`src/hw/rtl/mafm_pkg.sv`:
```
// mafm_pkg: shared constants, tables, functions and struct types of the angular fan mask block
// no dependencies; imported by every module of the block
package mafm_pkg;

	localparam int MAX_DIMENSION       = 4096;
	localparam int ANGLE_FRACTION_BITS = 16;
	localparam int CORDIC_PREC         = 28;
	localparam int N_ITER              = ANGLE_FRACTION_BITS + 2;
	localparam int CW                  = 46;
	localparam int ZW                  = ANGLE_FRACTION_BITS + 4;
	localparam int ZCW                 = ANGLE_FRACTION_BITS + 1;
	localparam int DROP                = 30 - ANGLE_FRACTION_BITS;
	localparam longint ANGLE_LIMIT     =
		(64'd999 * (64'd1 << ANGLE_FRACTION_BITS) + 64'd500) / 64'd1000;
	localparam int SOFT_SCALE          = 224;
	localparam int FULL_SCALE          = 256;
	localparam int SOFT_OFFSET         = 16;
	localparam int QDEPTH              = 16;
	localparam int QAW                 = $clog2(QDEPTH);
	localparam int QCW                 = QAW + 1;

	localparam logic [31:0] ATAN_TAB [32] = '{
		32'd536870912, 32'd316933406, 32'd167458907, 32'd85004756, 32'd42667331,
		32'd21354465, 32'd10680862, 32'd5340245, 32'd2670163, 32'd1335087,
		32'd667544, 32'd333772, 32'd166886, 32'd83443, 32'd41722, 32'd20861,
		32'd10430, 32'd5215, 32'd2608, 32'd1304, 32'd652, 32'd326, 32'd163,
		32'd81, 32'd41, 32'd20, 32'd10, 32'd5, 32'd3, 32'd1, 32'd1, 32'd0
	};

	typedef enum logic [2:0] {
		REG_WIDTH  = 3'd0,
		REG_HEIGHT = 3'd1,
		REG_SOFT   = 3'd2,
		REG_DUAL   = 3'd3,
		REG_BOTTOM = 3'd4
	} reg_idx_t;

	typedef struct packed {
		logic [10:0] quad_col;
		logic [11:0] quad_row;
	} item_t;

	typedef struct packed {
		logic [11:0] pixel_row;
		logic [11:0] pixel_col;
		logic [7:0]  pixel_value;
		logic        last_write;
	} result_t;

	typedef struct packed {
		logic [12:0] image_width;
		logic [12:0] image_height;
		logic        soft_mode;
		logic        dual_fan;
		logic        from_bottom;
	} cfg_t;

	typedef struct packed {
		logic [11:0] row_a;
		logic [11:0] row_b;
		logic [11:0] col_a;
		logic [11:0] col_b;
		logic        dual;
	} pix_t;

	typedef struct packed {
		logic        valid;
		logic [10:0] xf;
		logic [11:0] yf;
		logic        soft_en;
		pix_t        pix;
	} job_t;

	typedef struct packed {
		pix_t       pix;
		logic [7:0] value;
	} entry_t;

	function automatic logic [ZW-1:0] atan_step(input int i);
		logic [32:0] t;
		begin
			t = 33'(ATAN_TAB[i]) + (33'd1 << (DROP - 1));
			return ZW'(t >> DROP);
		end
	endfunction

	function automatic logic [12:0] sat_dim(input logic [12:0] r);
		begin
			return (r > 13'(MAX_DIMENSION)) ? 13'(MAX_DIMENSION) : r;
		end
	endfunction

endpackage

```
`src/hw/rtl/mafm_back.sv`:
```
// mafm_back: writes each queued item to its two or four mirrored pixels, one per cycle
// depends on mafm_pkg; pops the queue and registers the result outputs
module mafm_back (
	input  logic              clk,
	input  logic              arst_n,
	input  logic              empty,
	input  mafm_pkg::entry_t  head,
	output logic              pop,
	output logic              strobe,
	output mafm_pkg::result_t result
);
	import mafm_pkg::*;

	logic       cur_vld_q;
	entry_t     cur_q;
	logic [1:0] idx_q;
	logic       last;
	logic       strobe_q;
	result_t    result_q;

	assign last = cur_q.pix.dual ? (idx_q == 2'd3) : (idx_q == 2'd1);
	assign pop  = !empty && (!cur_vld_q || last);

	always_ff @(posedge clk or negedge arst_n) begin
		if (!arst_n) begin
			cur_vld_q <= 1'b0;
			idx_q     <= '0;
			strobe_q  <= 1'b0;
		end else begin
			strobe_q <= cur_vld_q;
			if (pop) begin
				cur_vld_q <= 1'b1;
				idx_q     <= '0;
			end else if (cur_vld_q && last) begin
				cur_vld_q <= 1'b0;
			end else if (cur_vld_q) begin
				idx_q <= idx_q + 2'd1;
			end
		end
	end

	always_ff @(posedge clk) begin
		if (pop) begin
			cur_q <= head;
		end
		result_q.pixel_row   <= idx_q[1] ? cur_q.pix.row_b : cur_q.pix.row_a;
		result_q.pixel_col   <= idx_q[0] ? cur_q.pix.col_b : cur_q.pix.col_a;
		result_q.pixel_value <= cur_q.value;
		result_q.last_write  <= last;
	end

	assign strobe = strobe_q;
	assign result = result_q;

endmodule

```
`config.mk`:
```
export PLATFORM = sky130hd
export DESIGN_NAME = mafm_back
export DESIGN_NICKNAME = d
export VERILOG_FILES = /design/src/hw/rtl/mafm_pkg.sv /design/src/hw/rtl/mafm_back.sv
export SDC_FILE = /design/constraint.sdc
export NUM_CORES = 1
export LEC_CHECK = 0
export ABC_AREA = 1
export BUFFER_PORTS_ARGS = -buffer_cell sky130_fd_sc_hd__buf_2
export CORE_ASPECT_RATIO = 0.7
export CORE_MARGIN = 2
export CORE_UTILIZATION = 52
export CTS_CLUSTER_SIZE = 24
export DETAILED_ROUTE_END_ITERATION = 12
export PLACE_DENSITY_LB_ADDON = 0.2
export SETUP_SLACK_MARGIN = 0.3
export SLEW_MARGIN = 25
export SYNTH_ARGS = -nofsm -noshare
export SYNTH_HDL_FRONTEND = slang
export SYNTH_SLANG_ARGS = --single-unit
```
`constraint.sdc`:
```
create_clock -name clk -period 5.9 [get_ports clk]
set_input_delay 1.77 -clock clk [delete_from_list [all_inputs] [get_ports clk]]
set_output_delay 1.77 -clock clk [all_outputs]
set_load 0.05 [all_outputs]
```
==> metrics.cfg <==
[timing]
rsz0062_at_grt = no
period_share_pct = 69.7
skew_ps = 8.28
layout_min_cycle_time_ps = 4110
drv_slew = 0
hold_violations = 0
setup_viol = 0
fin_ws_ps = 1790
holdWs_ps = 346
slew_headroom_pct = 52.9
fmax_mhz = 243
setup_tns_ps = 0
tightestPinTransition_ps = 706

[floorplanning]
dieWidth_um = 93.1
ios = 95
die_y_um = 66.3
coreArea_sq_mm = 0.00529
initial_core_util_pct = 54.6
num_rows = 22
die-area_sq_mm = 0.00617

[synthesis]
yosys_warnings = 0
synth_area_leaders = edfxtp_1 (59%), dfxtp_1 (23%), nand2_1 (9.9%)
netlist_top_cells_count = nand2_1 (76), edfxtp_1 (57), dfxtp_1 (33)
synth_edf_count = 57
synth.ff_latch_count = 94
seq_area_frac_synth_pct = 85.7
synth_most_common_cell = nand2_1
synth_area_sq_mm = 0.00289
syn-num-nets = 252
synth_cells = 192
ys_types = 15
synthFlopType = edfxtp_1
synthArstFlopShare_pct = 4.26
synth_top_cell_by_area = edfxtp_1
synth.top_cell.area_share_pct = 59.3
syn_area_per_cell_sq_um = 15.0

[routing]
wl_per_cell_um = 12.0
drc = 0
via_count = 1624
ant_nets = 0
drtPass1Iterations = 4
post_drt_via_cell_ratio = 4.40
routed_wl_um = 4410
initialDrtViolationCount = 69

[clocking]
clockBufferDepth = 2
clock_latency_ps = 350
postCtsSetupBuffers = 0
clockRootBuffer = clkbuf_8
cts_hold_buf = 0
cts_tree = done
post_cts_resized = 0
numCtsBuffers = 9
cts_max_level = 3
clock-sinks = 94
cts.reportedPaths.clkPinSlew_ps = 80

[power]
clkPwrFrac_pct = 18.9
p_sw_mw = 0.832
power.total_mw = 2.08
share_comb_of_total_power_pct = 32.9
seqPwrFrac_pct = 48.1
p_sw_share_pct = 40.1
p_leak_nw = 1.62
power_density_mw_per_mm2 = 575
internal-power_mw = 1.24
peakVddDrop_uv = 278

[setup_path]
arrival_ps = 2340
crit_path_end_kind = output pin
crit_required_ps = 4130
criticalPathCategory = input pin to output pin
startpoint_type = input pin
crit_fanout = 3

[global_routing]
grt_pass1_wl_um = 6880
grt_util_all_layers_pct = 15.8
use_met2_pct = 21.9
grt_util_met1_pct = 21.0
grtUsageMet3_pct = 7.98
overflow = 0
grt_max_degree = 58
grt_pass1_vias = 1488
busiest_layer = met2
antenna_found_initial = 0

[worst_hold_path]
hold_path_class = register to register

[cells_and_area]
layout.nets = 352
stdcell_area_sq_mm = 0.00361
drive_above_1_share_pct = 40.7
diodes = 0
areaGrowthSynthToFinish_pct = 25.1

[place]
gp_congestion = 0.667
dp_slack_ps = 1780
placed_cell_area_sq_mm = 0.00342
place.detailed.hpwl_um = 2970
port_buffers = 94

[status]
status = completed

[flow_run]
maxCapViolations = 0

==> worst max-delay path, cell delays in order <==
cell and delay [ps]:
buf_2 120, inv_1 60, nand2_2 70, inv_2 70, buf_2 260
==> area by class of cell <==
| cell class | instances | area [sq um] |
|---|---|---|
| Multi-Input combinational cell | 85 | 347 |
| Clock inverter | 5 | 31.3 |
| Fill cell | 410 | 1670 |
| Timing Repair Buffer | 95 | 478 |
| Tap cell | 72 | 90.1 |
| Sequential cell | 94 | 2470 |
| Inverter | 7 | 31.3 |
| Clock buffer | 11 | 163 |
==> cell families after synthesis <==
group / after synthesis / synth area share (%)
flops: 94 / 85.7
simple gates: 84 / 11.7
buf+inv: 13 / 2.34
compound gates: 1 / 0.303
==> path summary, 6_finish.rpt <==
| path | startpoint | to | slack (ps) | cells past startpoint |
|---|---|---|---|---|
| max in group asynchronous | arst_n | idx_q[1] | 4540 | 1 |
| hold / removal | cur_q[7] | result[8] | 350 | 0 |
| min in group asynchronous | arst_n | strobe | 1210 | 1 |
| hold reg to reg | cur_q[7] | result[8] | 350 | 0 |
| setup reg to reg | idx_q[1] | cur_q[47] | 3670 | 7 |
| setup / recovery | empty | pop | 1790 | 5 |
==> metal layers <==
metal | up-vias | wire length, um
met5 | - | 0
met4 | 0 | 72
met3 | 9 | 329
met2 | 53 | 1920
met1 | 730 | 2090
li1 | 832 | -
==> stage by stage <==
stage                     utilization (%)  cells
after floorplan                         -    192
after CTS                            68.3    369
after global placement               64.7    353
final                                68.3    369
after detailed placement             64.7    353
after global routing                 68.3    369
==> layout by cell type (no fill, tap or decap), drive strengths merged <==
cell,instances
a31o,1
clkinv,4
nor2,1
clkbuf,11
nand4,1
edfxtp,57
buf,95
dfrtp,4
clkinvlp,1
inv,7
dfxtp,33
nand2,80
nand3,2
==> power by group through the flow <==
| stage | combinational [mW] | clock [mW] | sequential [mW] |
|---|---|---|---|
| 2_1_floorplan | 0.209 | 0 | 1.34 |
| 3_3_place_gp | 0.685 | 0 | 1.01 |
| 3_5_place_dp | 0.691 | 0 | 1.02 |
| 4_1_cts | 0.692 | 0.404 | 1.00 |
| 5_1_grt | 0.730 | 0.435 | 1.02 |
| 6_report | 0.684 | 0.393 | 0.999 |
==> registers in the layout, summed over array words and instances, names as in the netlist <==
signal and flops:
result 33, cur_vld_q 1, strobe 1, idx_q 2, cur_q 57
No activity file was read; power rests on OpenSTA's default activity.
