[src/hw/rtl/mafm_pkg.sv]
// mafm_pkg: shared constants, tables, functions and struct types of the angular fan mask block
// no dependencies; imported by every module of the block
package mafm_pkg;

	localparam int MAX_DIMENSION       = 4096;
	localparam int ANGLE_FRACTION_BITS = 16;
	localparam int CORDIC_PREC         = 28;
	localparam int N_ITER              = ANGLE_FRACTION_BITS + 2;
	localparam int CW                  = 46;
	localparam int ZW                  = ANGLE_FRACTION_BITS + 4;
	localparam int ZCW                 = ANGLE_FRACTION_BITS + 1;
	localparam int DROP                = 30 - ANGLE_FRACTION_BITS;
	localparam longint ANGLE_LIMIT     =
		(64'd999 * (64'd1 << ANGLE_FRACTION_BITS) + 64'd500) / 64'd1000;
	localparam int SOFT_SCALE          = 224;
	localparam int FULL_SCALE          = 256;
	localparam int SOFT_OFFSET         = 16;
	localparam int QDEPTH              = 16;
	localparam int QAW                 = $clog2(QDEPTH);
	localparam int QCW                 = QAW + 1;

	localparam logic [31:0] ATAN_TAB [32] = '{
		32'd536870912, 32'd316933406, 32'd167458907, 32'd85004756, 32'd42667331,
		32'd21354465, 32'd10680862, 32'd5340245, 32'd2670163, 32'd1335087,
		32'd667544, 32'd333772, 32'd166886, 32'd83443, 32'd41722, 32'd20861,
		32'd10430, 32'd5215, 32'd2608, 32'd1304, 32'd652, 32'd326, 32'd163,
		32'd81, 32'd41, 32'd20, 32'd10, 32'd5, 32'd3, 32'd1, 32'd1, 32'd0
	};

	typedef enum logic [2:0] {
		REG_WIDTH  = 3'd0,
		REG_HEIGHT = 3'd1,
		REG_SOFT   = 3'd2,
		REG_DUAL   = 3'd3,
		REG_BOTTOM = 3'd4
	} reg_idx_t;

	typedef struct packed {
		logic [10:0] quad_col;
		logic [11:0] quad_row;
	} item_t;

	typedef struct packed {
		logic [11:0] pixel_row;
		logic [11:0] pixel_col;
		logic [7:0]  pixel_value;
		logic        last_write;
	} result_t;

	typedef struct packed {
		logic [12:0] image_width;
		logic [12:0] image_height;
		logic        soft_mode;
		logic        dual_fan;
		logic        from_bottom;
	} cfg_t;

	typedef struct packed {
		logic [11:0] row_a;
		logic [11:0] row_b;
		logic [11:0] col_a;
		logic [11:0] col_b;
		logic        dual;
	} pix_t;

	typedef struct packed {
		logic        valid;
		logic [10:0] xf;
		logic [11:0] yf;
		logic        soft_en;
		pix_t        pix;
	} job_t;

	typedef struct packed {
		pix_t       pix;
		logic [7:0] value;
	} entry_t;

	function automatic logic [ZW-1:0] atan_step(input int i);
		logic [32:0] t;
		begin
			t = 33'(ATAN_TAB[i]) + (33'd1 << (DROP - 1));
			return ZW'(t >> DROP);
		end
	endfunction

	function automatic logic [12:0] sat_dim(input logic [12:0] r);
		begin
			return (r > 13'(MAX_DIMENSION)) ? 13'(MAX_DIMENSION) : r;
		end
	endfunction

endpackage

[src/hw/rtl/mafm_front.sv]
// mafm_front: accepts coordinates, checks the active region, forms mirrored pixel addresses
// depends on mafm_pkg; tracks queue credits and drives busy
module mafm_front (
	input  logic            clk,
	input  logic            arst_n,
	input  logic            start,
	input  mafm_pkg::item_t item,
	input  mafm_pkg::cfg_t  cfg,
	input  logic            pop,
	output logic            busy,
	output mafm_pkg::job_t  job
);
	import mafm_pkg::*;

	logic [QCW-1:0] credits_q;
	logic           accept;
	logic           active;
	logic [12:0]    w;
	logic [12:0]    h;
	logic [12:0]    w1;
	logic [12:0]    h1;
	logic [12:0]    col13;
	logic [12:0]    row13;
	logic [11:0]    cm;
	logic [11:0]    rm;
	logic           vld_s1;
	job_t           job_s1;

	assign w     = sat_dim(cfg.image_width);
	assign h     = sat_dim(cfg.image_height);
	assign w1    = 13'((14'(w) + 14'd1) >> 1);
	assign h1    = cfg.dual_fan ? 13'((14'(h) + 14'd1) >> 1) : h;
	assign col13 = 13'(item.quad_col);
	assign row13 = 13'(item.quad_row);
	assign active = (col13 < w1) && (row13 < h1);
	assign cm    = 12'(w - col13 - 13'd1);
	assign rm    = 12'(h - row13 - 13'd1);

	assign busy   = (credits_q == QCW'(QDEPTH));
	assign accept = start && !busy;

	always_ff @(posedge clk or negedge arst_n) begin
		if (!arst_n) begin
			credits_q <= '0;
			vld_s1    <= 1'b0;
		end else begin
			credits_q <= credits_q + QCW'(accept && active) - QCW'(pop);
			vld_s1    <= accept && active;
		end
	end

	always_ff @(posedge clk) begin
		if (accept) begin
			job_s1.valid     <= active;
			job_s1.xf        <= 11'(w1 - col13 - 13'd1);
			job_s1.yf        <= item.quad_row;
			job_s1.soft_en   <= cfg.soft_mode;
			job_s1.pix.row_a <= (!cfg.dual_fan && cfg.from_bottom) ? rm : item.quad_row;
			job_s1.pix.row_b <= rm;
			job_s1.pix.col_a <= 12'(item.quad_col);
			job_s1.pix.col_b <= cm;
			job_s1.pix.dual  <= cfg.dual_fan;
		end
	end

	always_comb begin
		job       = job_s1;
		job.valid = vld_s1;
	end

endmodule

[config.mk]
export PLATFORM = sky130hd
export DESIGN_NAME = mafm_front
export DESIGN_NICKNAME = d
export VERILOG_FILES = /design/src/hw/rtl/mafm_pkg.sv /design/src/hw/rtl/mafm_front.sv
export SDC_FILE = /design/constraint.sdc
export NUM_CORES = 1
export LEC_CHECK = 0
export ABC_CLOCK_PERIOD_IN_PS = 7650
export BUFFER_PORTS_ARGS = -buffer_cell sky130_fd_sc_hd__buf_2
export CAP_MARGIN = 10
export CORE_ASPECT_RATIO = 1.4
export CORE_UTILIZATION = 40
export DETAILED_ROUTE_END_ITERATION = 6
export GPL_TIMING_DRIVEN = 1
export PLACE_DENSITY = 0.59
export SLEW_MARGIN = 20
export SYNTH_ARGS = -nofsm -noshare
export SYNTH_HDL_FRONTEND = slang
export SYNTH_SLANG_ARGS = --single-unit
[constraint.sdc]
create_clock -name clk -period 7.65 [get_ports clk]
set_clock_uncertainty 0.05 [all_clocks]
set_input_delay 0 -clock clk [delete_from_list [all_inputs] [get_ports clk]]
set_output_delay 0 -clock clk [all_outputs]
set_load 0.02 [all_outputs]
==> results of run 1 <==
==> layer usage <==
| layer | GRT usage | part of all wire | wire (um) | vias to the layer above |
|---|---|---|---|---|
| li1 | - | - | - | 2181 |
| met1 | 0.207 | 0.38 | 5080 | 2127 |
| met2 | 0.375 | 0.54 | 7310 | 145 |
| met3 | 0.0326 | 0.043 | 579 | 32 |
| met4 | 0.0870 | 0.035 | 465 | 0 |
| met5 | 0 | 0 | 0 | - |
==> stage by stage <==
stage / hold slack (ns) / area [um^2]
finish: 0.0567 / 6910
floorplan: -0.346 / 5430
detailed placement: -0.200 / 6280
global route: 0.0780 / 6910
CTS: 0.0440 / 6910
global placement: -0.203 / 6280
==> report_power, final <==
part | total, mW | switching, mW | internal [mW]
clock | 0.533 | 0.180 | 0.354
sequential | 0.576 | 0.0228 | 0.554
combinational | 0.452 | 0.270 | 0.182
total | 1.56 | 0.473 | 1.09
==> final cells by class <==
cell class                 count  area [um^2]  share of cell area
timing repair buffer         156          913               0.132
tap                          182          228              0.0329
inverter                      61          229              0.0331
clock buffer                   9          225              0.0326
clock inverter                 7          146              0.0212
multi-input combinational    373         2860               0.413
sequential                    78         2310               0.335
==> flip-flops by register name (all words and copies together) (netlist names) <==
| name | cells |
|---|---|
| job | 72 |
| credits_q | 5 |
| vld_s1 | 1 |
==> critical path: cells and delay by family <==
| family | cells | cell delay, ns |
|---|---|---|
| compound gates | 2 | 0.54 |
| xor+xnor | 2 | 0.34 |
| fa+ha+maj | 5 | 1.41 |
| buf+inv | 4 | 0.36 |
| simple gates | 8 | 1.66 |
==> repair_timing <==
item | in CTS | in global routing
hold endpoints to repair | 37 | 0
setup buffers | 0 | 0
hold buffers | 26 | 0
==> placed cells by master (no fill, tap or decap), types with 3 or more instances in the layout <==
| master | n |
|---|---|
| buf_2 | 129 |
| o21ai_1 | 11 |
| dlygate4sd3_1 | 26 |
| o21a_1 | 11 |
| xor2_1 | 16 |
| ha_1 | 60 |
| inv_2 | 3 |
| clkbuf_16 | 9 |
| fa_1 | 4 |
| bufinv_16 | 4 |
| inv_1 | 58 |
| or2_1 | 3 |
| clkinv_4 | 3 |
| nand2b_1 | 8 |
| nand3_1 | 16 |
| nor3_1 | 8 |
| mux2_2 | 9 |
| o21ai_0 | 14 |
| edfxtp_1 | 72 |
| nand2_1 | 25 |
| nand4_1 | 7 |
| o31ai_1 | 3 |
| dfrtp_1 | 6 |
| a21boi_1 | 3 |
| nor2_1 | 30 |
| nor4_1 | 7 |
| a21o_1 | 9 |
| nor2b_1 | 29 |
| a21oi_1 | 28 |
| xnor2_1 | 26 |
==> how the worst min path moves through the flow <==
stage	from	to
floorplan	arst_n	credits_q[0]
global placement	arst_n	credits_q[3]
detailed placement	arst_n	credits_q[4]
CTS	cfg[1]	job[0]
global route	cfg[1]	job[0]
finish	cfg[1]	job[0]
==> cells by family after synthesis <==
logic type / count (synthesis) / share of synthesized area
buffers and inverters: 69 / 0.0491
XOR/XNOR: 42 / 0.0678
AND/OR/NAND/NOR: 147 / 0.144
flip-flops: 78 / 0.426
other: 1 / 0.000691
multiplexers: 10 / 0.0205
AO/OA/AOI/OAI: 109 / 0.139
adder cells (fa/ha/maj): 64 / 0.153
==> qor.txt, run 1 <==
layout cells sized above 1: 0.249
grt ovf: 0
HP Class: in2reg
final setup vio count: 0
WL per Instance: 15.5 um
FF-to-FF setup slack: 4.13 ns
Final Net Count: 799
Synth Warn #: 0
die width: 100 um
gpl congestion: 0.855
Iter 0 DRT Violations: 130
clk_lat worst skew: 0.33 ns
first-pass GRT wire length: 21,300 um
Die ar.: 14,000 um^2
Worst slew margin: 0.355
TritonCTS Buffers: 9
Cells after DPL: 824
#FFs+latches synth: 78
crit path cell chain: buf_2, nor2b_1, ha_1, nand3_1, nor4bb_1, and3_1, xor2_1, ha_1, nor2b_1, o41ai_1, nand4_1, ha_1, inv_1, ha_1, inv_1, fa_1, inv_1, a21oi_1, nor2_1, nor2_1, xnor2_1
CTS Buffer Depth: 2
# H-tree levels: 3
Critical Path End: credits_q[4]
DRT Wirelength: 13,400 um
Total Power: 1.56 mW
syn_nets: 640
post-layout util: 0.519
leakage: 3.09 nW
# fillers: 1,243
Die H: 140 um
synth unique cells: 62
IO buf count: 129
Req. time, crit path: 7.82 ns
antenna fix cells: 0
# rows: 50
Antenna Violating Nets Remaining: 0
max_cap viols: 0
synth cell count leaders: 72 x edfxtp_1, 60 x ha_1, 58 x inv_1
post-route setup TNS: 0 ns
Worst R2R Start: credits_q[3]
I/O Pins: 131
maximum clock frequency: 0.243 GHz
RSZ-0062 raised after global routing: no
asr flop ratio synth: 0.0769
cells after synthesis: 520
syn avg cell area: 10.4 um^2
Final HPWL DP: 10,300 um
Layout Area Growth over Synthesis: 27.3%
crit path kind: in2reg
root buffer cell: clkbuf_16
Tot GR Track Use: 0.197
critical path's most frequent cell: ha_1
number of enable flip-flop cells after synthesis: 72
Final Instance Count excl. Fillers: 866
R2R cell count: 17
# resized after CTS: 0
Final Critical Period: 4.12 ns
Pwr per Cell Area: 226 nW/um^2
Peak VDD IR: 131 uV
highest-delay cell along the critical path: nor4bb_1
largest stage delay on the critical path: 0.57 ns
reg2reg end: credits_q[4]
CTS Sinks: 78
fin worst setup slack: 3.53 ns
Reg clk slew, reported paths: 0.06 ns
Post-route DRC: 0
Worst Path Arrival: 4.29 ns
dominant synthesized flop cell: edfxtp_1
area leader, netlist: edfxtp_1
worst-path fanout max: 13
max-slew violation count: 0
most frequent cell after synthesis: edfxtp_1
drt pass-1 iters: 5
synth top area cells: edfxtp_1 40%, ha_1 14%, xnor2_1 4.2%
Worst-Margin Slew: 0.967 ns
post-place setup slack: 3.10 ns
post-synthesis cell area: 5430 um^2
status: completed
initial antenna violation count: 0
CP Capture Type: flip-flop
register area share after synthesis: 0.426
critical path startpoint category: input pin
pin count of the biggest net entering global routing: 74
initial core utilization: 0.407
final hold vios: 0
CP startpoint: cfg[28]
vias post-DR: 4,485
vias per cell: 5.18
hold path cells: 1
core footprint: 13,300 um^2
top cell type's share of synthesized area: 0.398
CTS tree: yes
period utilisation layout: 0.539
vias in the first global route: 4,470
Power figures use the tool's default switching activity.
==> run 2: changes to the inputs <==
--- a/config.mk
+++ b/config.mk
@@ -5,14 +5,14 @@
 export SDC_FILE = /design/constraint.sdc
 export NUM_CORES = 1
 export LEC_CHECK = 0
-export ABC_CLOCK_PERIOD_IN_PS = 7650
+export ABC_CLOCK_PERIOD_IN_PS = 3700
 export BUFFER_PORTS_ARGS = -buffer_cell sky130_fd_sc_hd__buf_2
 export CAP_MARGIN = 10
 export CORE_ASPECT_RATIO = 1.4
 export CORE_UTILIZATION = 40
 export DETAILED_ROUTE_END_ITERATION = 6
 export GPL_TIMING_DRIVEN = 1
-export PLACE_DENSITY = 0.59
+export PLACE_DENSITY = 0.61
 export SLEW_MARGIN = 20
 export SYNTH_ARGS = -nofsm -noshare
 export SYNTH_HDL_FRONTEND = slang
==> constraint.sdc (replaced) <==
create_clock -name clk -period 3.7 [get_ports clk]
set_clock_uncertainty 0.05 [all_clocks]
set_input_delay 0 -clock clk [delete_from_list [all_inputs] [get_ports clk]]
set_output_delay 0 -clock clk [all_outputs]
set_load 0.02 [all_outputs]
==> run 2 against run 1 <==
Compared with the run above:
- first-iteration DRC count shrank 27%
- combinational power grew 130%
- global-route usage grew 1.2 points
- sequential cell count is the same
- clock-buffer cell count grew 3
- highest routed layer unchanged
- core utilization grew 2.6 points
- final area grew 5.1%
- worst hold slack gained 0.067 ns
- via count grew 2.1%
- critical path depth grew 3
- non-clock buffer count grew 43
- critical endpoint unchanged
==> qor.txt, run 2 (synthesis results as in run 1) <==
status: completed
pin count of the biggest net entering global routing: 73 (-1.4%)
RSZ-0062 raised after global routing: yes
hold path cells: 3 (+2)
Layout Area Growth over Synthesis: 33.8%
met3 WL post-DR: 465 um (-20%)
max-slew violation count: 0 (unchanged)
Final Net Count: 842 (+5.4%)
max FFs per register: 72 (unchanged)
reg2reg end: credits_q[4]
wl on met1: 5210 um (+2.7%)
period utilisation layout: 0.977
largest stage delay on the critical path: 0.39 ns (-0.18 ns)
Cells after DPL: 858 (+4.1%)
layout cells sized above 1: 0.311 (+0.0623)
grt ovf: 0 (unchanged)
maximum clock frequency: 0.277 GHz
TritonCTS Buffers: 9 (unchanged)
post-route setup TNS: 0 ns (unchanged)
# fillers: 1,246 (+0.24%)
hold path start: cfg[27]
vias post-DR: 4,578 (+2.1%)
# H-tree levels: 3 (unchanged)
die width: 100 um (unchanged)
multi-input logic area: 2960 um^2 (+3.4%)
Register Area: 2310 um^2 (unchanged)
Worst slew margin: 0.386 (+0.0311)
highest-delay cell along the critical path: o41ai_2
Peak VDD IR: 211 uV (+61%)
most common cell after layout, fill and taps aside: buf_2
Final Critical Period: 3.62 ns
initial antenna violation count: 0 (unchanged)
crit path kind: in2reg
Post-route DRC: 0 (unchanged)
Worst R2R Start: credits_q[2]
root buffer cell: clkbuf_16
Hold Path Sink: job[12]
critical path startpoint category: input pin
CTS Buffer Depth: 2 (unchanged)
Worst-Margin Slew: 0.921 ns (-0.0466 ns)
WL per Instance: 15.7 um (+1.0%)
metal2 WL: 8090 um (+11%)
Final HPWL DP: 11,100 um (+7.7%)
drt pass-1 iters: 4 (-1)
Die H: 140 um (unchanged)
R2R cell count: 16 (-1)
# rows: 50 (unchanged)
worst-path fanout max: 2 (-11)
IO buf count: 129 (unchanged)
leakage: 3.29 nW (+6.5%)
gpl congestion: 0.820 (-4.1%)
Worst Path Arrival: 3.78 ns (-0.51 ns)
Tot GR Track Use: 0.209 (+0.0121)
antenna fix cells: 0 (unchanged)
Iter 0 DRT Violations: 95 (-27%)
most frequent cells in the layout: 126 x buf_2, 72 x edfxtp_1, 58 x ha_1
clk_lat worst skew: 0.33 ns (about the same)
CTS tree: yes
first-pass GRT wire length: 22,400 um (+4.8%)
Req. time, crit path: 3.87 ns (-3.95 ns)
initial core utilization: 0.407 (unchanged)
final setup vio count: 0 (unchanged)
core footprint: 13,300 um^2 (unchanged)
Pwr per Cell Area: 421 nW/um^2 (+86%)
vias per cell: 5.04 (-2.8%)
Final Instance Count excl. Fillers: 909 (+5.0%)
Die ar.: 14,000 um^2 (unchanged)
crit path cell chain: buf_6, nor2b_4, ha_4, buf_4, buf_4, xor2_1, ha_1, nor2b_1, o21ai_1, a21oi_1, o21ai_0, a21oi_1, o41ai_2, nand4_1, ha_1, inv_1, ha_2, inv_2, fa_2, inv_2, a21oi_2, nor2_1, nor2_1, xnor2_1
I/O Pins: 131 (unchanged)
Antenna Violating Nets Remaining: 0 (unchanged)
HP Class: in2reg
Reg clk slew, reported paths: 0.06 ns (about the same)
FF-to-FF setup slack: 0.87 ns (-3.26 ns)
DRT Wirelength: 14,200 um (+6.0%)
final hold vios: 0 (unchanged)
vias in the first global route: 4,779 (+6.9%)
max_cap viols: 0 (unchanged)
CTS Sinks: 78 (unchanged)
Max Used Layer: met4
CP Capture Type: flip-flop
run 2: cell count changes in the layout (fill, tap and decap cells not counted), moves of 3 or more:
cell / before / now
clkinvlp_4: 0 / 3
bufinv_16: 4 / 0
clkinv_4: 3 / 0
buf_2: 129 / 126
buf_4: 1 / 43
run 2: how the worst max path moves through the flow:
stage,slack (ns),cells past startpoint,end,start
CTS,0.06,24,credits_q[4],cfg[28]
detailed placement,-0.36,24,credits_q[4],cfg[28]
floorplan,0.02,21,credits_q[4],cfg[28]
global route,-0.20,23,credits_q[4],cfg[28]
finish,0.08,24,credits_q[4],cfg[16]
global placement,-0.19,24,credits_q[4],cfg[28]
run 2: timing repair:
item | CTS | global route
endpoints found under the hold margin | 38 | 0
hold buffers | 27 | 0
resized for setup | 1 | 19
pin swaps | 0 | 14
endpoints found under the setup margin | 1 | 3
buffers inserted | 0 | 8
run 2: metrics by stage:
stage / area (um^2) / util / total power, mW / worst slack [ns] / hold slack, ns
after floorplan: 5470 / - / 1.86 / 0.0197 / -0.346
after global placement: 6570 / 0.493 / 2.15 / -0.189 / -0.211
after detailed placement: 6570 / 0.493 / 2.18 / -0.361 / -0.211
after CTS: 7120 / 0.535 / 3.06 / 0.0560 / 0.111
after global routing: 7260 / 0.545 / 3.23 / -0.201 / 0.130
final: 7260 / 0.545 / 3.05 / 0.0839 / 0.124
run 2: cell type report:
| class | count | area share |
|---|---|---|
| repair buffers | 199 | 0.174 |
| multi-input cells | 373 | 0.407 |
| clock buffers | 12 | 0.0339 |
| flip-flops and latches | 78 | 0.318 |
| well taps | 182 | 0.0314 |
| inverters | 61 | 0.0315 |
| clock inverters | 4 | 0.00431 |
run 2: critical path: cells and delay by family:
kind                     cells  cell delay (ns)
adder cells (fa/ha/maj)      5             1.30
AND/OR/NAND/NOR              5             0.58
XOR/XNOR                     2             0.34
AO/OA/AOI/OAI                6             1.05
buffers and inverters        6             0.50
run 2: power breakdown:
part / total, mW / internal (mW) / leakage (nW) / switching, mW
combinational: 1.02 / 0.433 / 2.39 / 0.589
clock: 0.833 / 0.476 / 0.125 / 0.357
sequential: 1.20 / 1.15 / 0.773 / 0.0538
total: 3.05 / 2.05 / 3.29 / 1.00
run 2: per-layer routing:
layer / vias to the layer above / GRT usage
met4: 0 / 0.0915
met3: 30 / 0.0377
met5: - / 0
li1: 2262 / -
met1: 2159 / 0.201
met2: 127 / 0.417
