File: src/hw/rtl/mafm_pkg.sv
// mafm_pkg: shared constants, tables, functions and struct types of the angular fan mask block
// no dependencies; imported by every module of the block
package mafm_pkg;

	localparam int MAX_DIMENSION       = 4096;
	localparam int ANGLE_FRACTION_BITS = 16;
	localparam int CORDIC_PREC         = 28;
	localparam int N_ITER              = ANGLE_FRACTION_BITS + 2;
	localparam int CW                  = 46;
	localparam int ZW                  = ANGLE_FRACTION_BITS + 4;
	localparam int ZCW                 = ANGLE_FRACTION_BITS + 1;
	localparam int DROP                = 30 - ANGLE_FRACTION_BITS;
	localparam longint ANGLE_LIMIT     =
		(64'd999 * (64'd1 << ANGLE_FRACTION_BITS) + 64'd500) / 64'd1000;
	localparam int SOFT_SCALE          = 224;
	localparam int FULL_SCALE          = 256;
	localparam int SOFT_OFFSET         = 16;
	localparam int QDEPTH              = 16;
	localparam int QAW                 = $clog2(QDEPTH);
	localparam int QCW                 = QAW + 1;

	localparam logic [31:0] ATAN_TAB [32] = '{
		32'd536870912, 32'd316933406, 32'd167458907, 32'd85004756, 32'd42667331,
		32'd21354465, 32'd10680862, 32'd5340245, 32'd2670163, 32'd1335087,
		32'd667544, 32'd333772, 32'd166886, 32'd83443, 32'd41722, 32'd20861,
		32'd10430, 32'd5215, 32'd2608, 32'd1304, 32'd652, 32'd326, 32'd163,
		32'd81, 32'd41, 32'd20, 32'd10, 32'd5, 32'd3, 32'd1, 32'd1, 32'd0
	};

	typedef enum logic [2:0] {
		REG_WIDTH  = 3'd0,
		REG_HEIGHT = 3'd1,
		REG_SOFT   = 3'd2,
		REG_DUAL   = 3'd3,
		REG_BOTTOM = 3'd4
	} reg_idx_t;

	typedef struct packed {
		logic [10:0] quad_col;
		logic [11:0] quad_row;
	} item_t;

	typedef struct packed {
		logic [11:0] pixel_row;
		logic [11:0] pixel_col;
		logic [7:0]  pixel_value;
		logic        last_write;
	} result_t;

	typedef struct packed {
		logic [12:0] image_width;
		logic [12:0] image_height;
		logic        soft_mode;
		logic        dual_fan;
		logic        from_bottom;
	} cfg_t;

	typedef struct packed {
		logic [11:0] row_a;
		logic [11:0] row_b;
		logic [11:0] col_a;
		logic [11:0] col_b;
		logic        dual;
	} pix_t;

	typedef struct packed {
		logic        valid;
		logic [10:0] xf;
		logic [11:0] yf;
		logic        soft_en;
		pix_t        pix;
	} job_t;

	typedef struct packed {
		pix_t       pix;
		logic [7:0] value;
	} entry_t;

	function automatic logic [ZW-1:0] atan_step(input int i);
		logic [32:0] t;
		begin
			t = 33'(ATAN_TAB[i]) + (33'd1 << (DROP - 1));
			return ZW'(t >> DROP);
		end
	endfunction

	function automatic logic [12:0] sat_dim(input logic [12:0] r);
		begin
			return (r > 13'(MAX_DIMENSION)) ? 13'(MAX_DIMENSION) : r;
		end
	endfunction

endpackage

File: src/hw/rtl/mafm_queue.sv
// mafm_queue: short fifo of scaled items between the cordic pipeline and the writer
// depends on mafm_pkg; never overfilled thanks to the credit count in the front
module mafm_queue (
	input  logic             clk,
	input  logic             arst_n,
	input  logic             push,
	input  mafm_pkg::entry_t wdata,
	input  logic             pop,
	output logic             empty,
	output mafm_pkg::entry_t head
);
	import mafm_pkg::*;

	entry_t         mem_q [QDEPTH];
	logic [QAW-1:0] wr_ptr_q;
	logic [QAW-1:0] rd_ptr_q;
	logic [QAW-1:0] rd_next;
	logic [QCW-1:0] count_q;
	entry_t         head_q;

	assign empty   = (count_q == '0);
	assign rd_next = rd_ptr_q + QAW'(pop);
	assign head    = head_q;

	always_ff @(posedge clk or negedge arst_n) begin
		if (!arst_n) begin
			wr_ptr_q <= '0;
			rd_ptr_q <= '0;
			count_q  <= '0;
		end else begin
			if (push) begin
				wr_ptr_q <= wr_ptr_q + 1'b1;
			end
			if (pop) begin
				rd_ptr_q <= rd_ptr_q + 1'b1;
			end
			count_q <= count_q + QCW'(push) - QCW'(pop);
		end
	end

	// head register follows the next read address, with bypass of a same-cycle write
	always_ff @(posedge clk) begin
		if (push) begin
			mem_q[wr_ptr_q] <= wdata;
		end
		if (push && (wr_ptr_q == rd_next)) begin
			head_q <= wdata;
		end else begin
			head_q <= mem_q[rd_next];
		end
	end

endmodule

File: config.mk
export PLATFORM = sky130hd
export DESIGN_NAME = mafm_queue
export DESIGN_NICKNAME = d
export VERILOG_FILES = /design/src/hw/rtl/mafm_pkg.sv /design/src/hw/rtl/mafm_queue.sv
export SDC_FILE = /design/constraint.sdc
export NUM_CORES = 1
export LEC_CHECK = 0
export BUFFER_PORTS_ARGS = -buffer_cell sky130_fd_sc_hd__buf_2
export CAP_MARGIN = 20
export CORE_MARGIN = 3
export CORE_UTILIZATION = 30
export CTS_BUF_LIST = sky130_fd_sc_hd__clkbuf_4 sky130_fd_sc_hd__clkbuf_8 sky130_fd_sc_hd__clkbuf_16
export CTS_CLUSTER_DIAMETER = 80
export DETAILED_ROUTE_END_ITERATION = 7
export PLACE_DENSITY = 0.48
export SYNTH_ARGS = -nofsm -noshare
export SYNTH_HDL_FRONTEND = slang
export SYNTH_SLANG_ARGS = --single-unit
File: constraint.sdc
create_clock -name clk -period 9.3 [get_ports clk]
set_clock_uncertainty 0.2 [all_clocks]
set_input_delay 0.93 -clock clk [delete_from_list [all_inputs] [get_ports clk]]
set_output_delay 0.93 -clock clk [all_outputs]
set_load 0.02 [all_outputs]
==> out/qor_table.md, run 1 <==
| Group | Metric | Value |
| --- | --- | --- |
| finish | Final Core Density | 35.38% |
| hold path | Hold WC Path Type | reg2reg |
| clocking | Num CTS Buffers | 100 |
| critical path | Crit path cell chain | buf_4 > mux4_2 > a22oi_1 > nand2_1 > buf_2 |
| critical path | Reg2Reg Launch Point | wr_ptr_q[0] |
| synthesis | Mapped Cells | 1479 |
| synthesis | Seq/Total Area, Yosys | 79.62% |
| hold path | Hold Crit Start | rd_ptr_q[3] |
| critical path | Register-to-Register Setup Slack | 6.10 ns |
| placement | Final weighted congestion of routability-driven global placement | 0.6750 |
| clocking | Root Buffer | sky130_fd_sc_hd__clkbuf_16 |
| placement | Placed instance area | 0.03746 sq mm |
| synthesis | Post-synth net total | 1554 |
| synthesis | Adder and majority cell fraction of the synthesized area | 0.5233% |
| hold path | Hold Path Cell Cnt | 1 |
| timing | Time the worst path needs with I/O delays and setup | 4.789 ns |
| clocking | Maximum clock path buffer count | 3 |
| critical path | CP bufs+invs | 2 |
| critical path | Largest incremental delay on the critical path | 0.96 ns |
| grt | Gr ovfl total | 0 |
| finish | Multi-input logic area | 0.006822 sq mm |
| synthesis | Biggest area consumer among synthesized cells | sky130_fd_sc_hd__edfxtp_1 |
| clocking | Post-cts repair resize count | 0 |
| critical path | CP Capture Type | primary output |
| detailed routing | Overall routed net length | 87.21 mm |
| synthesis | Warning count from the yosys run | 0 |
| critical path | Standard cell with the maximum stage delay on the critical path | sky130_fd_sc_hd__buf_4 |
| synthesis | Post-synth top flop | sky130_fd_sc_hd__edfxtp_1 |
| critical path | Worst Setup Start Kind | flop |
| synthesis | Synth top cells by count | 912 x sky130_fd_sc_hd__edfxtp_1, 228 x sky130_fd_sc_hd__mux4_2, 114 x sky130_fd_sc_hd__a22oi_1 |
| critical path | Endpoint of the lowest-slack register-to-register path | mem_q[8][27] |
| clocking | Total number of H-tree levels | 3 |
| finish | Area growth from synthesis to final layout | 16.51% |
| synthesis | Compound-cell area share of the yosys netlist | 2.538% |
| clocking | Later-pin clock latency in the skew report | 0.68 ns |
| run | Number of max-capacitance violations reported | 0 |
| placement | Number of cells in the design after placement | 3071 |
| finish | Non-filler cells, final | 3261 |
| synthesis | EDFF count, synth | 912 |
| grt | Global-route wire length before repair | 126.8 mm |
| detailed routing | Detailed Route Iter0 Violations | 1197 |
| timing | Setup repair after global routing missed its margin | false |
| critical path | Cells on worst reg2reg path | 5 |
| power and ir drop | Power density normalized to cell area | 315.3 mW/mm^2 |
| critical path | Endpoint arrival time on the critical path | 3.66 ns |
| clocking | Sink count of the clock tree | 929 |
| detailed routing | Vias | 16050 |
| synthesis | Post-Syn Area per Cell | 23.60 sq um |
| grt | Number of antenna violations at the first check in global routing | 16 |
| critical path | WS Path Type | reg2out |
| detailed routing | Detailed-router iteration count before antenna repair | 5 |
| critical path | Required time at the endpoint of the critical path | 8.17 ns |
| finish | Fin nets | 1737 |
| placement | Dpl hpwl | 43.86 mm |
| grt | Vias in the first global route | 17590 |
| timing | Sum of negative setup slack | 0 ns |
| power and ir drop | Leakage dissipation | 0.01287 uW |
| timing | Period utilisation layout | 51.50% |
| finish | Fraction of final layout cells with drive strength greater than 1 | 32.76% |
| synthesis | Mux cell area share after synthesis | 14.74% |
| synthesis | Number of synthesized register bits | 929 |
| die | Overall die area | 0.1205 sq mm |
| die | Placeable Area | 0.1150 sq mm |
| synthesis | Cell Area, Synth | 0.03491 sq mm |
| synthesis | Leading cell type by number of instances after synthesis | sky130_fd_sc_hd__edfxtp_1 |
| die | Vert. Die Dim | 347.1 um |
| synthesis | Count of cell types in the netlist | 29 |
| finish | Seq. cell area | 0.02780 sq mm |
| grt | All-layer global routing usage | 14.55% |
| detailed routing | Routed WL per cell | 26.74 um |
| synthesis | Simple-gate share of the synthesized area | 1.050% |
| detailed routing | Antenna violation net count after detailed routing | 0 |
| power and ir drop | Final Total Pwr | 12820 uW |
| timing | Fmax | 0.2088 GHz |
| synthesis | Main combinational cell family by area after synthesis | multiplexers |
| die | Initial Utilization | 30.36% |
| timing | Slew Limit Fails | 0 |
| grt | Largest net degree at the start of global routing | 108 |
| die | Die X | 347.1 um |
| placement | Count of input and output buffers | 118 |
| finish | Area of all placed cells without fillers | 0.04067 sq mm |
| detailed routing | DRC | 0 |
| clocking | TritonCTS clock tree | yes |
| clocking | Clock slew at reported path FFs | 0.06 ns |
| die | Row count | 124 |
| finish | Fill cell total of the finished layout | 10600 |
| timing | Slew HR | 27.50% |
| timing | Actual slew at the worst max-slew pin | 1.088 ns |
| synthesis | Share of Yosys cell area claimed by the top area cell type | 78.45% |
| status | Run status | finished, final reports clean |
| synthesis | Asr flop ratio synth | 1.399% |
| power and ir drop | Peak VDD IR | 0.2024 mV |
| critical path | Highest fanout seen on the critical path | 67 |
| synthesis | Top post-synthesis cells by area | sky130_fd_sc_hd__edfxtp_1 78%, sky130_fd_sc_hd__mux4_2 15%, sky130_fd_sc_hd__a22oi_1 2.5% |
| synthesis | Xor/xnor cell area share of the yosys netlist | 0.3011% |
| timing | Final Hold Violating Endpoints | 0 |
| critical path | Largest delay contributor family on the critical path | buffers and inverters |
| detailed routing | Via density | 4.921 |
| die | Top-Level Pins | 119 |
| timing | Number of setup violations in the final report | 0 |
-- per-stage QoR --
step | hold WS [ns] | setup slack (ns)
after floorplan | 0.2657 | 3.339
after global placement | 0.2833 | 5.163
after detailed placement | 0.2994 | 5.125
after CTS | 0.2794 | 4.362
after global routing | 0.3303 | 4.297
final | 0.3032 | 4.511
-- cell usage in the layout, fill, tap and decap left out, drive strengths merged --
cell	netlist	routed
fa	1	1
dfxtp	4	4
mux4	228	228
nor2b	2	2
nand3	1	1
diode	0	6
ha	13	13
o21ai	1	1
a21oi	2	2
xor2	6	6
nor2	13	13
inv	8	10
nand2b	2	2
clkbuf	40	125
clkinv	0	46
bufinv	0	4
edfxtp	912	912
dlygate4sd3	0	1
xnor2	6	6
and2	1	1
a21o	1	1
mux2	1	1
nor3	4	4
buf	38	158
nor4b	1	1
dfrtp	13	13
nand4	2	2
clkinvlp	0	6
o21bai	1	1
nand2	64	64
a22oi	114	114
-- metal layers --
layer	vias to the layer above	track usage [%]	wire, um
li1	6701	-	-
met1	8820	19.51	38130
met2	373	24.27	42980
met3	143	3.084	4323
met4	10	3.561	1711
met5	-	0	60
-- logic make-up (layout without fill, tap and decap cells) --
| family | after synthesis | count (layout) |
|---|---|---|
| adders and majority gates | 14 | 14 |
| DFF | 929 | 929 |
| muxes | 229 | 229 |
| buffers and inverters | 86 | 350 |
| xor gates and xnor gates | 12 | 12 |
| and+or+nand+nor | 90 | 90 |
| AOI/OAI and AO/OA | 119 | 119 |
| other | 0 | 6 |
-- registers in the layout, summed over array words and instances (netlist names), named ones only --
name,flops
wr_ptr_q,4
count_q,5
mem_q,912
rd_ptr_q,4
-- power by group --
| part | total (uW) | internal (uW) | leakage (uW) | switching [uW] |
|---|---|---|---|---|
| clock | 3810 | 2180 | 0.00158 | 1620 |
| combinational | 3760 | 1470 | 0.00287 | 2290 |
| sequential | 5260 | 5060 | 0.00843 | 205 |
| total | 12800 | 8710 | 0.0129 | 4110 |
-- worst max-delay path by stage --
stage	startpoint	to	slack [ns]	cells past startpoint
final	flop	head[56]	4.51	5
after global routing	flop	head[52]	4.30	5
after CTS	flop	head[16]	4.36	5
after detailed placement	flop	head[16]	5.13	5
after global placement	flop	head[16]	5.16	5
after floorplan	push	mem_q[3][0]	3.34	3
-- layout make-up --
class | instances | area share, %
flip-flops and latches | 929 | 68.35
multi-input cells | 464 | 16.77
clock buffers | 125 | 6.661
well taps | 1512 | 4.652
repair buffers | 159 | 2.277
clock inverters | 58 | 1.172
inverters | 8 | 0.07384
diodes | 6 | 0.03692
-- timing repair --
action                    4_1_cts  5_1_grt
buffers inserted                0        0
hold endpoints to repair       13        0
hold buffers                    1        0
No activity file was read; power rests on OpenSTA's default activity.
==> run 2: changes to the inputs <==
--- a/config.mk
+++ b/config.mk
@@ -12,7 +12,7 @@
 export CTS_BUF_LIST = sky130_fd_sc_hd__clkbuf_4 sky130_fd_sc_hd__clkbuf_8 sky130_fd_sc_hd__clkbuf_16
 export CTS_CLUSTER_DIAMETER = 80
 export DETAILED_ROUTE_END_ITERATION = 7
-export PLACE_DENSITY = 0.48
+export PLACE_DENSITY = 0.5
 export SYNTH_ARGS = -nofsm -noshare
 export SYNTH_HDL_FRONTEND = slang
 export SYNTH_SLANG_ARGS = --single-unit
==> constraint.sdc (replaced) <==
create_clock -name clk -period 4.1 [get_ports clk]
set_clock_uncertainty 0.2 [all_clocks]
set_input_delay 0.41 -clock clk [delete_from_list [all_inputs] [get_ports clk]]
set_output_delay 0.41 -clock clk [all_outputs]
set_load 0.02 [all_outputs]
==> run 2 against run 1 <==
Sequential share of layout area decreased by 1.6 points. Cell area is 2.4% higher. Global-route usage shrank 0.26 points. Register-to-register slack lost 4.8 ns. Setup slack got worse by 4.0 ns. Count of clock-buffer cells in the layout down 11. Core utilization is 0.84 points higher. Clock power up 130%.
==> out/qor_table.md, run 2 (synthesized netlist as in run 1, its figures left out) <==
| Group | Metric | Value | Delta |
| --- | --- | --- | --- |
| die | Placeable Area | 0.1150 sq mm | unchanged |
| clocking | Later-pin clock latency in the skew report | 0.65 ns | -0.03 ns |
| timing | Sum of negative setup slack | 0 ns | unchanged |
| placement | Place WS | 1.059 ns | -4.067 ns |
| detailed routing | Detailed-router iteration count before antenna repair | 5 | unchanged |
| critical path | Cells on worst reg2reg path | 3 | -2 |
| clocking | Sink count of the clock tree | 929 | unchanged |
| timing | Smallest hold slack | 0.2951 ns | -0.008030 ns |
| critical path | Largest incremental delay on the critical path | 0.61 ns | -0.35 ns |
| detailed routing | Vias | 16320 | +1.7% |
| die | Overall die area | 0.1205 sq mm | unchanged |
| detailed routing | Via density | 4.906 | -0.29% |
| finish | Area of all placed cells without fillers | 0.04163 sq mm | +2.4% |
| timing | Actual slew at the worst max-slew pin | 1.062 ns | -0.02552 ns |
| critical path | Required time at the endpoint of the critical path | 3.49 ns | -4.68 ns |
| placement | Count of input and output buffers | 118 | unchanged |
| detailed routing | Antenna violation net count after detailed routing | 0 | unchanged |
| critical path | Largest delay contributor family on the critical path | buffers and inverters |  |
| timing | Period utilisation layout | 88.73% |  |
| finish | Non-filler cells, final | 3326 | +2.0% |
| finish | Registers with the highest flip-flop counts | mem_q: 912 flops, count_q: 5 flops |  |
| clocking | Post-CTS Setup Bufs | 0 | unchanged |
| placement | Final weighted congestion of routability-driven global placement | 0.6867 | +1.7% |
| critical path | Endpoint arrival time on the critical path | 3.03 ns | -0.63 ns |
| critical path | Highest fanout seen on the critical path | 91 | +36% |
| finish | Top library cells by usage in the layout, fill and taps aside | 912 x sky130_fd_sc_hd__edfxtp_1, 228 x sky130_fd_sc_hd__mux4_2, 118 x sky130_fd_sc_hd__buf_2, 114 x sky130_fd_sc_hd__a22oi_1, 98 x sky130_fd_sc_hd__clkbuf_16 |  |
| clocking | Clock slew at reported path FFs | 0.06 ns | about the same |
| grt | Number of antenna violations at the first check in global routing | 4 | -12 |
| critical path | Crit path cell chain | buf_12 > mux4_2 > a22oi_1 > nand2_1 > buf_2 |  |
| finish | Number of flip-flops in the largest register | 912 | unchanged |
| critical path | Worst Setup Start Kind | flop |  |
| detailed routing | DRC | 0 | unchanged |
| finish | Fraction of final layout cells with drive strength greater than 1 | 32.21% | -0.55 points |
| grt | All-layer global routing usage | 14.29% | -0.26 points |
| hold path | Hold Path Cell Cnt | 1 | unchanged |
| hold path | End point of the most critical hold path | rd_ptr_q[3] |  |
| timing | Slew HR | 28.97% | +1.5 points |
| placement | Dpl hpwl | 44.54 mm | +1.6% |
| detailed routing | Routed WL per cell | 25.83 um | -3.4% |
| timing | Number of setup violations in the final report | 0 | unchanged |
| clocking | Num CTS Buffers | 97 | -3.0% |
| grt | Vias in the first global route | 17590 | -0.011% |
| die | Vert. Die Dim | 347.1 um | unchanged |
| critical path | CP bufs+invs | 2 | unchanged |
| die | Top-Level Pins | 119 | unchanged |
| run | Number of max-capacitance violations reported | 0 | unchanged |
| clocking | Maximum clock path buffer count | 3 | unchanged |
| clocking | Root Buffer | sky130_fd_sc_hd__clkbuf_16 |  |
| placement | Placed instance area | 0.03776 sq mm | +0.81% |
| finish | Top register by number of flip-flops | mem_q |  |
| die | Row count | 124 | unchanged |
| power and ir drop | Power density normalized to cell area | 710.3 mW/mm^2 | +130% |
| critical path | CP Capture Type | primary output |  |
| die | Die X | 347.1 um | unchanged |
| detailed routing | Overall routed net length | 85.90 mm | -1.5% |
| clocking | # hold bufs at CTS | 61 | +60 |
| grt | Gr ovfl total | 0 | unchanged |
| finish | Fill cell total of the finished layout | 10450 | -1.3% |
| timing | Fmax | 0.2749 GHz |  |
| grt | Global-route wire length before repair | 125.6 mm | -0.95% |
| status | Run status | finished, final reports clean |  |
| critical path | WS Path Type | reg2out |  |
| critical path | Endpoint of the lowest-slack register-to-register path | mem_q[10][16] |  |
| finish | Most common library cell in the layout ignoring fill and taps | sky130_fd_sc_hd__edfxtp_1 |  |
| hold path | Hold WC Path Type | reg2reg |  |
| power and ir drop | Peak VDD IR | 0.6401 mV | +220% |
| detailed routing | Detailed Route Iter0 Violations | 1337 | +12% |
| die | Initial Utilization | 30.36% | unchanged |
| placement | Number of cells in the design after placement | 3088 | +0.55% |
| timing | Time the worst path needs with I/O delays and setup | 3.638 ns |  |
| critical path | Register-to-Register Setup Slack | 1.35 ns | -4.75 ns |
| clocking | Post-cts repair resize count | 0 | unchanged |
| power and ir drop | Leakage dissipation | 0.01330 uW | +3.3% |
| critical path | Standard cell with the maximum stage delay on the critical path | sky130_fd_sc_hd__dfxtp_4 |  |
| timing | Setup repair after global routing missed its margin | false |  |
| grt | Largest net degree at the start of global routing | 92 | -15% |
| critical path | Reg2Reg Launch Point | wr_ptr_q[3] |  |
| finish | Fin nets | 1811 | +4.3% |
| timing | Final Hold Violating Endpoints | 0 | unchanged |
| clocking | Total number of H-tree levels | 3 | unchanged |
| timing | Slew Limit Fails | 0 | unchanged |
| hold path | Hold Crit Start | rd_ptr_q[3] |  |
| finish | Area growth from synthesis to final layout | 19.27% |  |
| timing | Final critical-path setup slack | 0.4622 ns | -4.048 ns |
| clocking | TritonCTS clock tree | yes |  |
==> run 2: changes by cell type in the layout (fill, tap and decap cells not counted), moves of 3 or more <==
cell | before | now
sky130_fd_sc_hd__buf_12 | 2 | 14
sky130_fd_sc_hd__buf_4 | 38 | 43
sky130_fd_sc_hd__bufinv_16 | 4 | 13
sky130_fd_sc_hd__clkbuf_4 | 22 | 16
sky130_fd_sc_hd__clkbuf_8 | 3 | 0
sky130_fd_sc_hd__clkinv_1 | 21 | 18
sky130_fd_sc_hd__diode_2 | 6 | 1
sky130_fd_sc_hd__dlygate4sd3_1 | 1 | 61
sky130_fd_sc_hd__nor3_2 | 4 | 0
sky130_fd_sc_hd__nor3_4 | 0 | 4
==> run 2: through the flow <==
stage	total power, uW	utilization [%]
after floorplan	17760	-
after global placement	20980	32.85
after detailed placement	21100	32.85
after CTS	30170	36.21
after global routing	31060	36.21
final	29570	36.22
==> run 2: area by class of cell <==
type / instances / area, sq um / area share (%)
flip-flops and latches: 929 / 27800 / 66.77
multi-input cells: 464 / 6847 / 16.44
clock buffers: 114 / 2572 / 6.179
well taps: 1512 / 1892 / 4.544
repair buffers: 236 / 1804 / 4.333
clock inverters: 62 / 688.2 / 1.653
inverters: 8 / 30.03 / 0.07212
diodes: 1 / 2.502 / 0.006010
==> run 2: report_power, final <==
group          internal [uW]  switching, uW  leakage (uW)
Sequential             11500            362       0.00843
Clock                   5310           3620       0.00161
Combinational           3530           5290       0.00326
Total                  20300           9270        0.0133
==> run 2: how the worst max path moves through the flow <==
stage                        endpoint  slack [ns]  depth (start not counted)
after floorplan           mem_q[7][0]        0.19                          3
after global placement       head[12]        1.09                          5
after detailed placement     head[12]        1.06                          5
after CTS                    head[12]        0.34                          5
after global routing         head[12]        0.33                          5
final                        head[12]        0.46                          5
==> run 2: metal layers <==
layer / GRT usage, % / share of wire (%)
met1: 19.69 / 43
met2: 23.65 / 50
met3: 2.361 / 4.9
met4: 3.648 / 2.0
met5: 0 / 0.030
